==> config.mk <==
export PLATFORM = sky130hd
export DESIGN_NAME = hsv_to_rgb_converter
export DESIGN_NICKNAME = d
export VERILOG_FILES = /design/src/hsv2rgb_pkg.sv /design/src/hsv2rgb_hue.sv /design/src/hsv2rgb_sextant.sv /design/src/hsv2rgb_mix.sv /design/src/hsv_to_rgb_converter.sv
export SDC_FILE = /design/constraint.sdc
export NUM_CORES = 2
export LEC_CHECK = 0
export BUFFER_PORTS_ARGS = -buffer_cell sky130_fd_sc_hd__buf_4
export CAP_MARGIN = 30
export CORE_MARGIN = 2
export CORE_UTILIZATION = 65
export CTS_BUF_LIST = sky130_fd_sc_hd__clkbuf_4
export CTS_CLUSTER_SIZE = 16
export DETAILED_ROUTE_END_ITERATION = 7
export PLACE_DENSITY = 0.82
export SKIP_LAST_GASP = 1
export SYNTH_ARGS = -nofsm -noshare
export SYNTH_HDL_FRONTEND = slang
export SYNTH_HIERARCHICAL = 1
export SYNTH_SLANG_ARGS = --single-unit
==> constraint.sdc <==
create_clock -name clk -period 8.6 [get_ports clk]
set_input_delay 2.15 -clock clk [delete_from_list [all_inputs] [get_ports clk]]
set_output_delay 2.15 -clock clk [all_outputs]
set_load 0.01 [all_outputs]
==> src/hsv2rgb_pkg.sv <==
`default_nettype none

package hsv2rgb_pkg;

	// channel full scale and hue resolution
	localparam int unsigned CHANNEL_MAX = 255;
	localparam int unsigned HUE_BITS    = 14;

	// fixed field widths of the ports
	localparam int unsigned IN_LVL_W = 8;
	localparam int unsigned OUT_W    = 8;
	localparam int unsigned OUT_MAX  = 255;
	localparam int unsigned NUM_CH   = 3;

	// derived widths
	localparam int unsigned LVL_W      = $clog2(CHANNEL_MAX + 1);
	localparam int unsigned H6_MAX     = 6 * CHANNEL_MAX;
	localparam int unsigned H6_W       = $clog2(H6_MAX + 1);
	localparam int unsigned HUE_PROD_W = HUE_BITS + H6_W;
	localparam int unsigned HUE_HALF   = 1 << (HUE_BITS - 1);
	localparam int unsigned DEN        = CHANNEL_MAX * CHANNEL_MAX;
	localparam int unsigned TERM_W     = $clog2(DEN + 1);

	// rounded product before the divide by full scale squared
	localparam longint unsigned PROD_MAX = longint'(DEN) * CHANNEL_MAX + DEN / 2;
	localparam int unsigned     PROD_W   = $clog2(PROD_MAX + 1);

	// reciprocal of the divisor, estimate is low by at most one
	localparam longint unsigned RECIP   = (64'd1 << PROD_W) / DEN;
	localparam int unsigned     RECIP_W = $clog2(RECIP + 1);

	// sextant boundaries on the scaled hue
	localparam logic [H6_W-1:0] SX1 = H6_W'(CHANNEL_MAX);
	localparam logic [H6_W-1:0] SX2 = H6_W'(2 * CHANNEL_MAX);
	localparam logic [H6_W-1:0] SX3 = H6_W'(3 * CHANNEL_MAX);
	localparam logic [H6_W-1:0] SX4 = H6_W'(4 * CHANNEL_MAX);
	localparam logic [H6_W-1:0] SX5 = H6_W'(5 * CHANNEL_MAX);
	localparam logic [H6_W-1:0] SX6 = H6_W'(6 * CHANNEL_MAX);

	// channel lane order
	localparam int unsigned CH_RED   = 0;
	localparam int unsigned CH_GREEN = 1;
	localparam int unsigned CH_BLUE  = 2;

	typedef struct packed {
		logic [HUE_BITS-1:0] hue;
		logic [IN_LVL_W-1:0] saturation;
		logic [IN_LVL_W-1:0] value;
	} hsv_word_t;

	typedef struct packed {
		logic [OUT_W-1:0] red;
		logic [OUT_W-1:0] green;
		logic [OUT_W-1:0] blue;
	} rgb_word_t;

	// scaled hue stage
	typedef struct packed {
		logic [H6_W-1:0]  h6;
		logic [LVL_W-1:0] sat;
		logic [LVL_W-1:0] val;
	} hue_stage_t;

	// pure-hue levels stage
	typedef struct packed {
		logic [NUM_CH-1:0][LVL_W-1:0] lvl;
		logic [LVL_W-1:0]             sat;
		logic [LVL_W-1:0]             val;
		logic [TERM_W-1:0]            grey;
	} level_stage_t;

endpackage

`default_nettype wire

==> src/hsv2rgb_hue.sv <==
`default_nettype none

module hsv2rgb_hue (
	input  wire logic                   clk,
	input  wire logic                   arst_n,
	input  wire logic                   vld,
	input  hsv2rgb_pkg::hsv_word_t      hsv,
	output logic                        vld_s1,
	output hsv2rgb_pkg::hue_stage_t     stg_s1
);
	import hsv2rgb_pkg::*;

	logic [HUE_PROD_W-1:0] prod;
	logic [LVL_W-1:0]      sat_clip;
	logic [LVL_W-1:0]      val_clip;

	// hue scaled to sextant units with rounding
	assign prod = HUE_PROD_W'(hsv.hue) * HUE_PROD_W'(H6_MAX) + HUE_PROD_W'(HUE_HALF);

	// clamp levels to full scale
	always_comb begin
		if (32'(hsv.saturation) > CHANNEL_MAX) begin
			sat_clip = LVL_W'(CHANNEL_MAX);
		end else begin
			sat_clip = LVL_W'(hsv.saturation);
		end
		if (32'(hsv.value) > CHANNEL_MAX) begin
			val_clip = LVL_W'(CHANNEL_MAX);
		end else begin
			val_clip = LVL_W'(hsv.value);
		end
	end

	always_ff @(posedge clk or negedge arst_n) begin
		if (!arst_n) begin
			vld_s1 <= 1'b0;
		end else begin
			vld_s1 <= vld;
		end
	end

	always_ff @(posedge clk) begin
		stg_s1.h6  <= prod[HUE_PROD_W-1 -: H6_W];
		stg_s1.sat <= sat_clip;
		stg_s1.val <= val_clip;
	end

endmodule

`default_nettype wire

==> src/hsv2rgb_sextant.sv <==
`default_nettype none

module hsv2rgb_sextant (
	input  wire logic                   clk,
	input  wire logic                   arst_n,
	input  wire logic                   vld_s1,
	input  hsv2rgb_pkg::hue_stage_t     stg_s1,
	output logic                        vld_s2,
	output hsv2rgb_pkg::level_stage_t   stg_s2
);
	import hsv2rgb_pkg::*;

	logic [LVL_W-1:0]  lvl_r;
	logic [LVL_W-1:0]  lvl_g;
	logic [LVL_W-1:0]  lvl_b;
	logic [LVL_W-1:0]  full;
	logic [H6_W-1:0]   h6;
	logic [TERM_W-1:0] grey;

	assign full = LVL_W'(CHANNEL_MAX);
	assign h6   = stg_s1.h6;

	// grey part of each channel, (full - sat) * full
	assign grey = TERM_W'(TERM_W'(full - stg_s1.sat) * TERM_W'(CHANNEL_MAX));

	// pure-hue level per channel over the six sextants
	always_comb begin
		lvl_r = '0;
		lvl_g = '0;
		lvl_b = '0;
		if (stg_s1.sat != '0) begin
			if (h6 < SX1) begin
				lvl_r = full;
				lvl_g = LVL_W'(h6);
			end else if (h6 < SX2) begin
				lvl_r = LVL_W'(SX2 - h6);
				lvl_g = full;
			end else if (h6 < SX3) begin
				lvl_g = full;
				lvl_b = LVL_W'(h6 - SX2);
			end else if (h6 < SX4) begin
				lvl_g = LVL_W'(SX4 - h6);
				lvl_b = full;
			end else if (h6 < SX5) begin
				lvl_r = LVL_W'(h6 - SX4);
				lvl_b = full;
			end else if (h6 < SX6) begin
				lvl_r = full;
				lvl_b = LVL_W'(SX6 - h6);
			end else begin
				// top half step wraps to red
				lvl_r = full;
			end
		end
	end

	always_ff @(posedge clk or negedge arst_n) begin
		if (!arst_n) begin
			vld_s2 <= 1'b0;
		end else begin
			vld_s2 <= vld_s1;
		end
	end

	always_ff @(posedge clk) begin
		stg_s2.lvl[CH_RED]   <= lvl_r;
		stg_s2.lvl[CH_GREEN] <= lvl_g;
		stg_s2.lvl[CH_BLUE]  <= lvl_b;
		stg_s2.sat           <= stg_s1.sat;
		stg_s2.val           <= stg_s1.val;
		stg_s2.grey          <= grey;
	end

endmodule

`default_nettype wire

==> src/hsv2rgb_mix.sv <==
`default_nettype none

module hsv2rgb_mix (
	input  wire logic                   clk,
	input  wire logic                   arst_n,
	input  wire logic                   vld_s2,
	input  hsv2rgb_pkg::level_stage_t   stg_s2,
	output logic                        vld_s6,
	output hsv2rgb_pkg::rgb_word_t      rgb_s6
);
	import hsv2rgb_pkg::*;

	logic                               vld_s3;
	logic                               vld_s4;
	logic                               vld_s5;
	logic [NUM_CH-1:0][TERM_W-1:0]      term_s3;
	logic [LVL_W-1:0]                   val_s3;
	logic [NUM_CH-1:0][PROD_W-1:0]      prod_s4;
	logic [NUM_CH-1:0][PROD_W-1:0]      prod_s5;
	logic [NUM_CH-1:0][RECIP_W-1:0]     quo_s5;
	logic [NUM_CH-1:0][PROD_W-1:0]      rem;
	logic [NUM_CH-1:0][RECIP_W:0]       quo_fix;
	logic [NUM_CH-1:0][OUT_W-1:0]       chan;

	// valid bits along the stages
	always_ff @(posedge clk or negedge arst_n) begin
		if (!arst_n) begin
			vld_s3 <= 1'b0;
			vld_s4 <= 1'b0;
			vld_s5 <= 1'b0;
			vld_s6 <= 1'b0;
		end else begin
			vld_s3 <= vld_s2;
			vld_s4 <= vld_s3;
			vld_s5 <= vld_s4;
			vld_s6 <= vld_s5;
		end
	end

	// level times saturation plus grey part
	always_ff @(posedge clk) begin
		for (int i = 0; i < NUM_CH; i++) begin
			term_s3[i] <= TERM_W'(TERM_W'(stg_s2.lvl[i]) * TERM_W'(stg_s2.sat))
				+ stg_s2.grey;
		end
		val_s3 <= stg_s2.val;
	end

	// times value, plus half the divisor for rounding
	always_ff @(posedge clk) begin
		for (int i = 0; i < NUM_CH; i++) begin
			prod_s4[i] <= PROD_W'(PROD_W'(term_s3[i]) * PROD_W'(val_s3))
				+ PROD_W'(DEN / 2);
		end
	end

	// quotient estimate through the reciprocal
	always_ff @(posedge clk) begin
		for (int i = 0; i < NUM_CH; i++) begin
			quo_s5[i]  <= RECIP_W'(((PROD_W + RECIP_W)'(prod_s4[i])
				* (PROD_W + RECIP_W)'(RECIP)) >> PROD_W);
			prod_s5[i] <= prod_s4[i];
		end
	end

	// remainder check fixes an estimate one low, then clip to output range
	always_comb begin
		for (int i = 0; i < NUM_CH; i++) begin
			rem[i] = prod_s5[i] - PROD_W'(PROD_W'(quo_s5[i]) * PROD_W'(DEN));
			if (rem[i] >= PROD_W'(DEN)) begin
				quo_fix[i] = (RECIP_W + 1)'(quo_s5[i]) + 1'b1;
			end else begin
				quo_fix[i] = (RECIP_W + 1)'(quo_s5[i]);
			end
			if (32'(quo_fix[i]) > OUT_MAX) begin
				chan[i] = OUT_W'(OUT_MAX);
			end else begin
				chan[i] = OUT_W'(quo_fix[i]);
			end
		end
	end

	always_ff @(posedge clk) begin
		rgb_s6.red   <= chan[CH_RED];
		rgb_s6.green <= chan[CH_GREEN];
		rgb_s6.blue  <= chan[CH_BLUE];
	end

endmodule

`default_nettype wire

==> src/hsv_to_rgb_converter.sv <==
`default_nettype none

// HSV to RGB color converter, fully pipelined, no internal state.
//
// Input: drive hsv (14-bit hue, 8-bit saturation, 8-bit value) and raise
// start. A word is taken at every rising edge with start high and busy low.
// busy is always low, so a new word may enter on every clock cycle.
//
// Output: each word comes back as red, green and blue on rgb, with done
// high for exactly one cycle. Each word passes the registered stages s1
// to s6 in order, and done and rgb both come from the last of them.
// Words leave in the order they entered, one per cycle at full rate.
//
// Stages: hue scaling multiply, sextant select with grey term, level times
// saturation, times value, reciprocal multiply, remainder correction.
// Each stage holds at most one multiplier per channel.
//
// Reset clears only the valid bits, so no done is raised until new words
// arrive. The receiver cannot stall: done is a strobe and rgb holds valid
// data only in that cycle.

module hsv_to_rgb_converter (
	input  wire logic                   clk,
	input  wire logic                   arst_n,
	input  wire logic                   start,
	output logic                        busy,
	input  hsv2rgb_pkg::hsv_word_t      hsv,
	output logic                        done,
	output hsv2rgb_pkg::rgb_word_t      rgb
);
	import hsv2rgb_pkg::*;

	logic         accept;
	logic         vld_s1;
	logic         vld_s2;
	hue_stage_t   stg_s1;
	level_stage_t stg_s2;

	// pipeline never backs up
	assign busy   = 1'b0;
	assign accept = start & ~busy;

	hsv2rgb_hue u_hue (
		.clk    (clk),
		.arst_n (arst_n),
		.vld    (accept),
		.hsv    (hsv),
		.vld_s1 (vld_s1),
		.stg_s1 (stg_s1)
	);

	hsv2rgb_sextant u_sextant (
		.clk    (clk),
		.arst_n (arst_n),
		.vld_s1 (vld_s1),
		.stg_s1 (stg_s1),
		.vld_s2 (vld_s2),
		.stg_s2 (stg_s2)
	);

	hsv2rgb_mix u_mix (
		.clk    (clk),
		.arst_n (arst_n),
		.vld_s2 (vld_s2),
		.stg_s2 (stg_s2),
		.vld_s6 (done),
		.rgb_s6 (rgb)
	);

endmodule

`default_nettype wire

==> impl_metrics.xml <==
<?xml version="1.0" encoding="UTF-8"?>
<metrics>
  <group name="synthesis">
    <metric name="post_synthesis_cell_type_with_the_largest_combined_area" unit="">sky130_fd_sc_hd__fa_1</metric>
    <metric name="synth.lib_cells_used.distinct" unit="">100</metric>
    <metric name="syn_area_per_cell" unit="um^2">9.20</metric>
    <metric name="synth_top_cells_by_area" unit="">sky130_fd_sc_hd__fa_1 27%, sky130_fd_sc_hd__ha_1 20%, sky130_fd_sc_hd__dfxtp_1 15%</metric>
    <metric name="synth-seq-cells" unit="">340</metric>
    <metric name="synth_largest_type_area_fraction" unit="%">26.9</metric>
    <metric name="async_reset_ff_share" unit="%">1.76</metric>
    <metric name="ys_warn_count" unit="">6</metric>
    <metric name="synth_area" unit="um^2">44800</metric>
    <metric name="sequential_share_of_the_synthesized_area" unit="%">15.3</metric>
    <metric name="mappedNetlistNets" unit="">6222</metric>
    <metric name="synth_enable_flop_cells" unit="">0</metric>
    <metric name="synthesized_instance_count" unit="">4868</metric>
    <metric name="primary_flip_flop_cell_chosen_by_synthesis_mapping" unit="">sky130_fd_sc_hd__dfxtp_1</metric>
  </group>
  <group name="die">
    <metric name="design.core.area" unit="um^2">68500</metric>
    <metric name="row_count" unit="">96</metric>
    <metric name="die_height" unit="um">267</metric>
    <metric name="design.portCount" unit="">59</metric>
    <metric name="dieArea" unit="um^2">71000</metric>
    <metric name="effective_utilization_at_floorplan" unit="%">65.4</metric>
    <metric name="fp.dieW" unit="um">267</metric>
  </group>
  <group name="timing">
    <metric name="rsz0062_at_grt" unit="">no</metric>
    <metric name="finalCritPeriodShare" unit="%">81.5</metric>
    <metric name="clock_skew" unit="ns">0.0734</metric>
    <metric name="maxClockFrequency" unit="GHz">0.143</metric>
    <metric name="fin_setup_tns" unit="ns">0</metric>
    <metric name="layout_min_cycle_time" unit="ns">7.00</metric>
    <metric name="finalSetupViolations" unit="">0</metric>
    <metric name="timing_worst_slew_pin_value" unit="ns">1.06</metric>
    <metric name="timing.final.hold_violations" unit="">0</metric>
    <metric name="setup_slack" unit="ns">1.60</metric>
    <metric name="worst_slew_margin_rel" unit="%">29.1</metric>
    <metric name="final_max_slew_viol_count" unit="">0</metric>
  </group>
  <group name="job">
    <metric name="max-cap-violations" unit="">0</metric>
  </group>
  <group name="placement">
    <metric name="hpwl" unit="um">74000</metric>
    <metric name="post_place_setup_slack" unit="ns">0.859</metric>
    <metric name="buffer_ports.inserted" unit="">57</metric>
    <metric name="place.gp.congestion" unit="">0.905</metric>
  </group>
  <group name="clock_tree">
    <metric name="htree_num_levels" unit="">3</metric>
    <metric name="cts_resized" unit="">0</metric>
    <metric name="clock_latency" unit="ns">0.87</metric>
    <metric name="root_buffer" unit="">sky130_fd_sc_hd__clkbuf_4</metric>
    <metric name="cts-hold-fix-buffers" unit="">0</metric>
    <metric name="cts_tree" unit="">built</metric>
    <metric name="cts_sinks" unit="">340</metric>
    <metric name="clkSlewWorstSetupHoldPaths" unit="ns">0.06</metric>
    <metric name="post-cts-setup-buffers" unit="">0</metric>
    <metric name="max-clock-path-buffers" unit="">3</metric>
    <metric name="cts_buffers" unit="">87</metric>
  </group>
  <group name="critical_path">
    <metric name="crit_chain" unit="">inv_1 &gt; fa_1 &gt; inv_1 &gt; fa_1 &gt; inv_1 &gt; ha_1 &gt; xnor2_1 &gt; fa_1 &gt; inv_1 &gt; fa_1 &gt; inv_1 &gt; ha_1 &gt; nand4_1 &gt; or4_1 &gt; nor2_1 &gt; o21a_1 &gt; nor2_1 &gt; a311oi_1 &gt; a2111oi_0 &gt; and4_1 &gt; nor2_1 &gt; a21oi_1 &gt; o21a_1</metric>
    <metric name="cp_data_arrival_time" unit="ns">7.70</metric>
    <metric name="critical_path.max_stage_delay" unit="ns">0.71</metric>
    <metric name="crit_path_end_kind" unit="">flip-flop</metric>
    <metric name="worst-path-max-fanout" unit="">8</metric>
    <metric name="setup.worst_path.start_class" unit="">flip-flop</metric>
    <metric name="crit_type" unit="">reg -&gt; reg</metric>
    <metric name="timing.critical_path.to" unit="">u_mix/rgb_s6[11]</metric>
    <metric name="cp-startpoint" unit="">u_mix/quo_s5[15]</metric>
    <metric name="rr_startpoint" unit="">u_mix/quo_s5[15]</metric>
    <metric name="regToRegSetupSlack" unit="ns">1.60</metric>
    <metric name="critical_path.slowest_cell" unit="">sky130_fd_sc_hd__fa_1</metric>
    <metric name="worst_path_required_time" unit="ns">9.29</metric>
    <metric name="critical_path.most_common_cell" unit="">sky130_fd_sc_hd__inv_1</metric>
    <metric name="reg2regPathDepth" unit="">23</metric>
    <metric name="regToRegEndpoint" unit="">u_mix/rgb_s6[11]</metric>
  </group>
  <group name="detailed_routing">
    <metric name="ant_nets" unit="">0</metric>
    <metric name="drtPass1Iterations" unit="">6</metric>
    <metric name="post-route-drc-count" unit="">0</metric>
    <metric name="wl_per_cell" unit="um">15.3</metric>
    <metric name="viasPerCell" unit="">5.47</metric>
    <metric name="drt_iter0_drc" unit="">1861</metric>
    <metric name="total_wire_length" unit="um">90000</metric>
    <metric name="vias" unit="">32100</metric>
  </group>
  <group name="worst_hold_path">
    <metric name="type_of_the_tightest_min_delay_check" unit="">reg -&gt; reg</metric>
  </group>
  <group name="global_route">
    <metric name="grtUsageTotal" unit="%">26.6</metric>
    <metric name="grt_pass1_vias" unit="">33900</metric>
    <metric name="globalRouteOverflowTotal" unit="">0</metric>
    <metric name="grt_max_degree" unit="">49</metric>
    <metric name="grt_pass1_wl" unit="um">157000</metric>
    <metric name="initial_antenna_violation_count" unit="">2</metric>
  </group>
  <group name="cells_and_area">
    <metric name="layout.cells.most_common" unit="">sky130_fd_sc_hd__inv_1</metric>
    <metric name="areaGrowthSynthToFinish" unit="%">5.07</metric>
    <metric name="layout_cell_share_with_drive_strength_beyond_1" unit="%">5.33</metric>
    <metric name="nets" unit="">6276</metric>
    <metric name="layout.cells.most_common_list" unit="">1,031 x sky130_fd_sc_hd__inv_1, 718 x sky130_fd_sc_hd__ha_1, 603 x sky130_fd_sc_hd__fa_1, 406 x sky130_fd_sc_hd__nand2_1, 334 x sky130_fd_sc_hd__dfxtp_1</metric>
    <metric name="layout.core_utilization" unit="%">68.8</metric>
  </group>
  <group name="status">
    <metric name="status" unit="">complete, no violations</metric>
  </group>
</metrics>
[area by class of cell]
cell class | count | area (um^2)
fill | 5213 | 21400
tap | 882 | 1100
inverter | 1032 | 3870
multi-input combinational | 3392 | 33600
clock inverter | 43 | 240
sequential | 340 | 6840
timing repair buffer | 69 | 518
clock buffer | 114 | 856
antenna | 1 | 2.50
[cell usage after synthesis, types with 11 or more instances]
library cell,number
sky130_fd_sc_hd__inv_1,1031
sky130_fd_sc_hd__ha_1,718
sky130_fd_sc_hd__fa_1,603
sky130_fd_sc_hd__nand2_1,406
sky130_fd_sc_hd__dfxtp_1,334
sky130_fd_sc_hd__and2_1,326
sky130_fd_sc_hd__a21oi_1,175
sky130_fd_sc_hd__xnor2_1,162
sky130_fd_sc_hd__nor2_1,130
sky130_fd_sc_hd__o21ai_0,101
sky130_fd_sc_hd__clkbuf_1,81
sky130_fd_sc_hd__a21o_1,77
sky130_fd_sc_hd__nor3_1,68
sky130_fd_sc_hd__xor2_1,66
sky130_fd_sc_hd__nand3_1,52
sky130_fd_sc_hd__o21a_1,33
sky130_fd_sc_hd__and3_1,32
sky130_fd_sc_hd__nor2b_1,30
sky130_fd_sc_hd__nand2b_1,28
sky130_fd_sc_hd__a211oi_1,27
sky130_fd_sc_hd__a31oi_1,27
sky130_fd_sc_hd__nand4_1,21
sky130_fd_sc_hd__o21bai_1,18
sky130_fd_sc_hd__o211ai_1,17
sky130_fd_sc_hd__a21boi_0,16
sky130_fd_sc_hd__or3_1,16
sky130_fd_sc_hd__a31o_2,14
sky130_fd_sc_hd__mux2i_1,14
sky130_fd_sc_hd__or2_2,14
sky130_fd_sc_hd__buf_2,13
sky130_fd_sc_hd__nor3b_1,11
sky130_fd_sc_hd__o2111ai_1,11
[routing by layer]
metal	wire length, um	track usage [%]	vias to the layer above
met3	3570	3.37	124
met5	0	0	-
met1	40000	34.3	15700
met2	44700	47.0	640
met4	1780	7.42	0
li1	-	-	15700
[worst min path at each step]
| stage | startpoint | to | slack [ns] | depth (start not counted) |
|---|---|---|---|---|
| final | u_sextant/stg_s2[22] | u_mix/val_s3[6] | 0.31 | 0 |
| after global routing | u_sextant/stg_s2[22] | u_mix/val_s3[6] | 0.33 | 0 |
| after CTS | u_sextant/stg_s2[22] | u_mix/val_s3[6] | 0.32 | 0 |
| after detailed placement | u_sextant/stg_s2[16] | u_mix/val_s3[0] | 0.31 | 0 |
| after global placement | u_hue/stg_s1[5] | u_sextant/stg_s2[21] | 0.31 | 0 |
| after floorplan | u_sextant/stg_s2[16] | u_mix/val_s3[0] | 0.31 | 0 |
[worst max-delay path, delay by kind of cell (launching register included)]
family	cells	cell delay [ns]
adder cells (fa/ha/maj)	6	3.01
XOR/XNOR	1	0.16
flip-flops	1	0.52
AND/OR/NAND/NOR	6	1.65
AO/OA/AOI/OAI	5	1.01
buffers and inverters	5	0.53
[registers in the layout, summed over array words and instances (netlist names)]
name and flops:
u_mix/term_s3 48, u_mix/quo_s5 27, u_mix/vld_s4 1, u_mix/prod_s4 72
u_hue/stg_s1 27, u_sextant/vld_s2 1, u_hue/vld_s1 1, u_mix/vld_s6 1
u_mix/val_s3 8, u_mix/prod_s5 72, u_sextant/stg_s2 56, u_mix/rgb_s6 24
u_mix/vld_s5 1, u_mix/vld_s3 1
[cell families after synthesis]
family	share of synthesized area, %
other cells	0.00837
fa+ha+maj	47.0
flops	15.3
compound gates	9.58
simple gates	13.6
buf+inv	9.65
xor+xnor	4.46
mux	0.444
[metrics by stage]
step | cell area, um^2 | hold slack (ns) | instances
detailed placement | 46000 | 0.312 | 5715
finish | 47100 | 0.315 | 5873
global placement | 46000 | 0.310 | 5715
global route | 47100 | 0.326 | 5873
floorplan | 44800 | 0.310 | 4868
CTS | 47100 | 0.316 | 5872
Power is left out: the tool's default activity adds up to more than one toggle a clock period on the data nets, which glitch-free logic cannot reach.
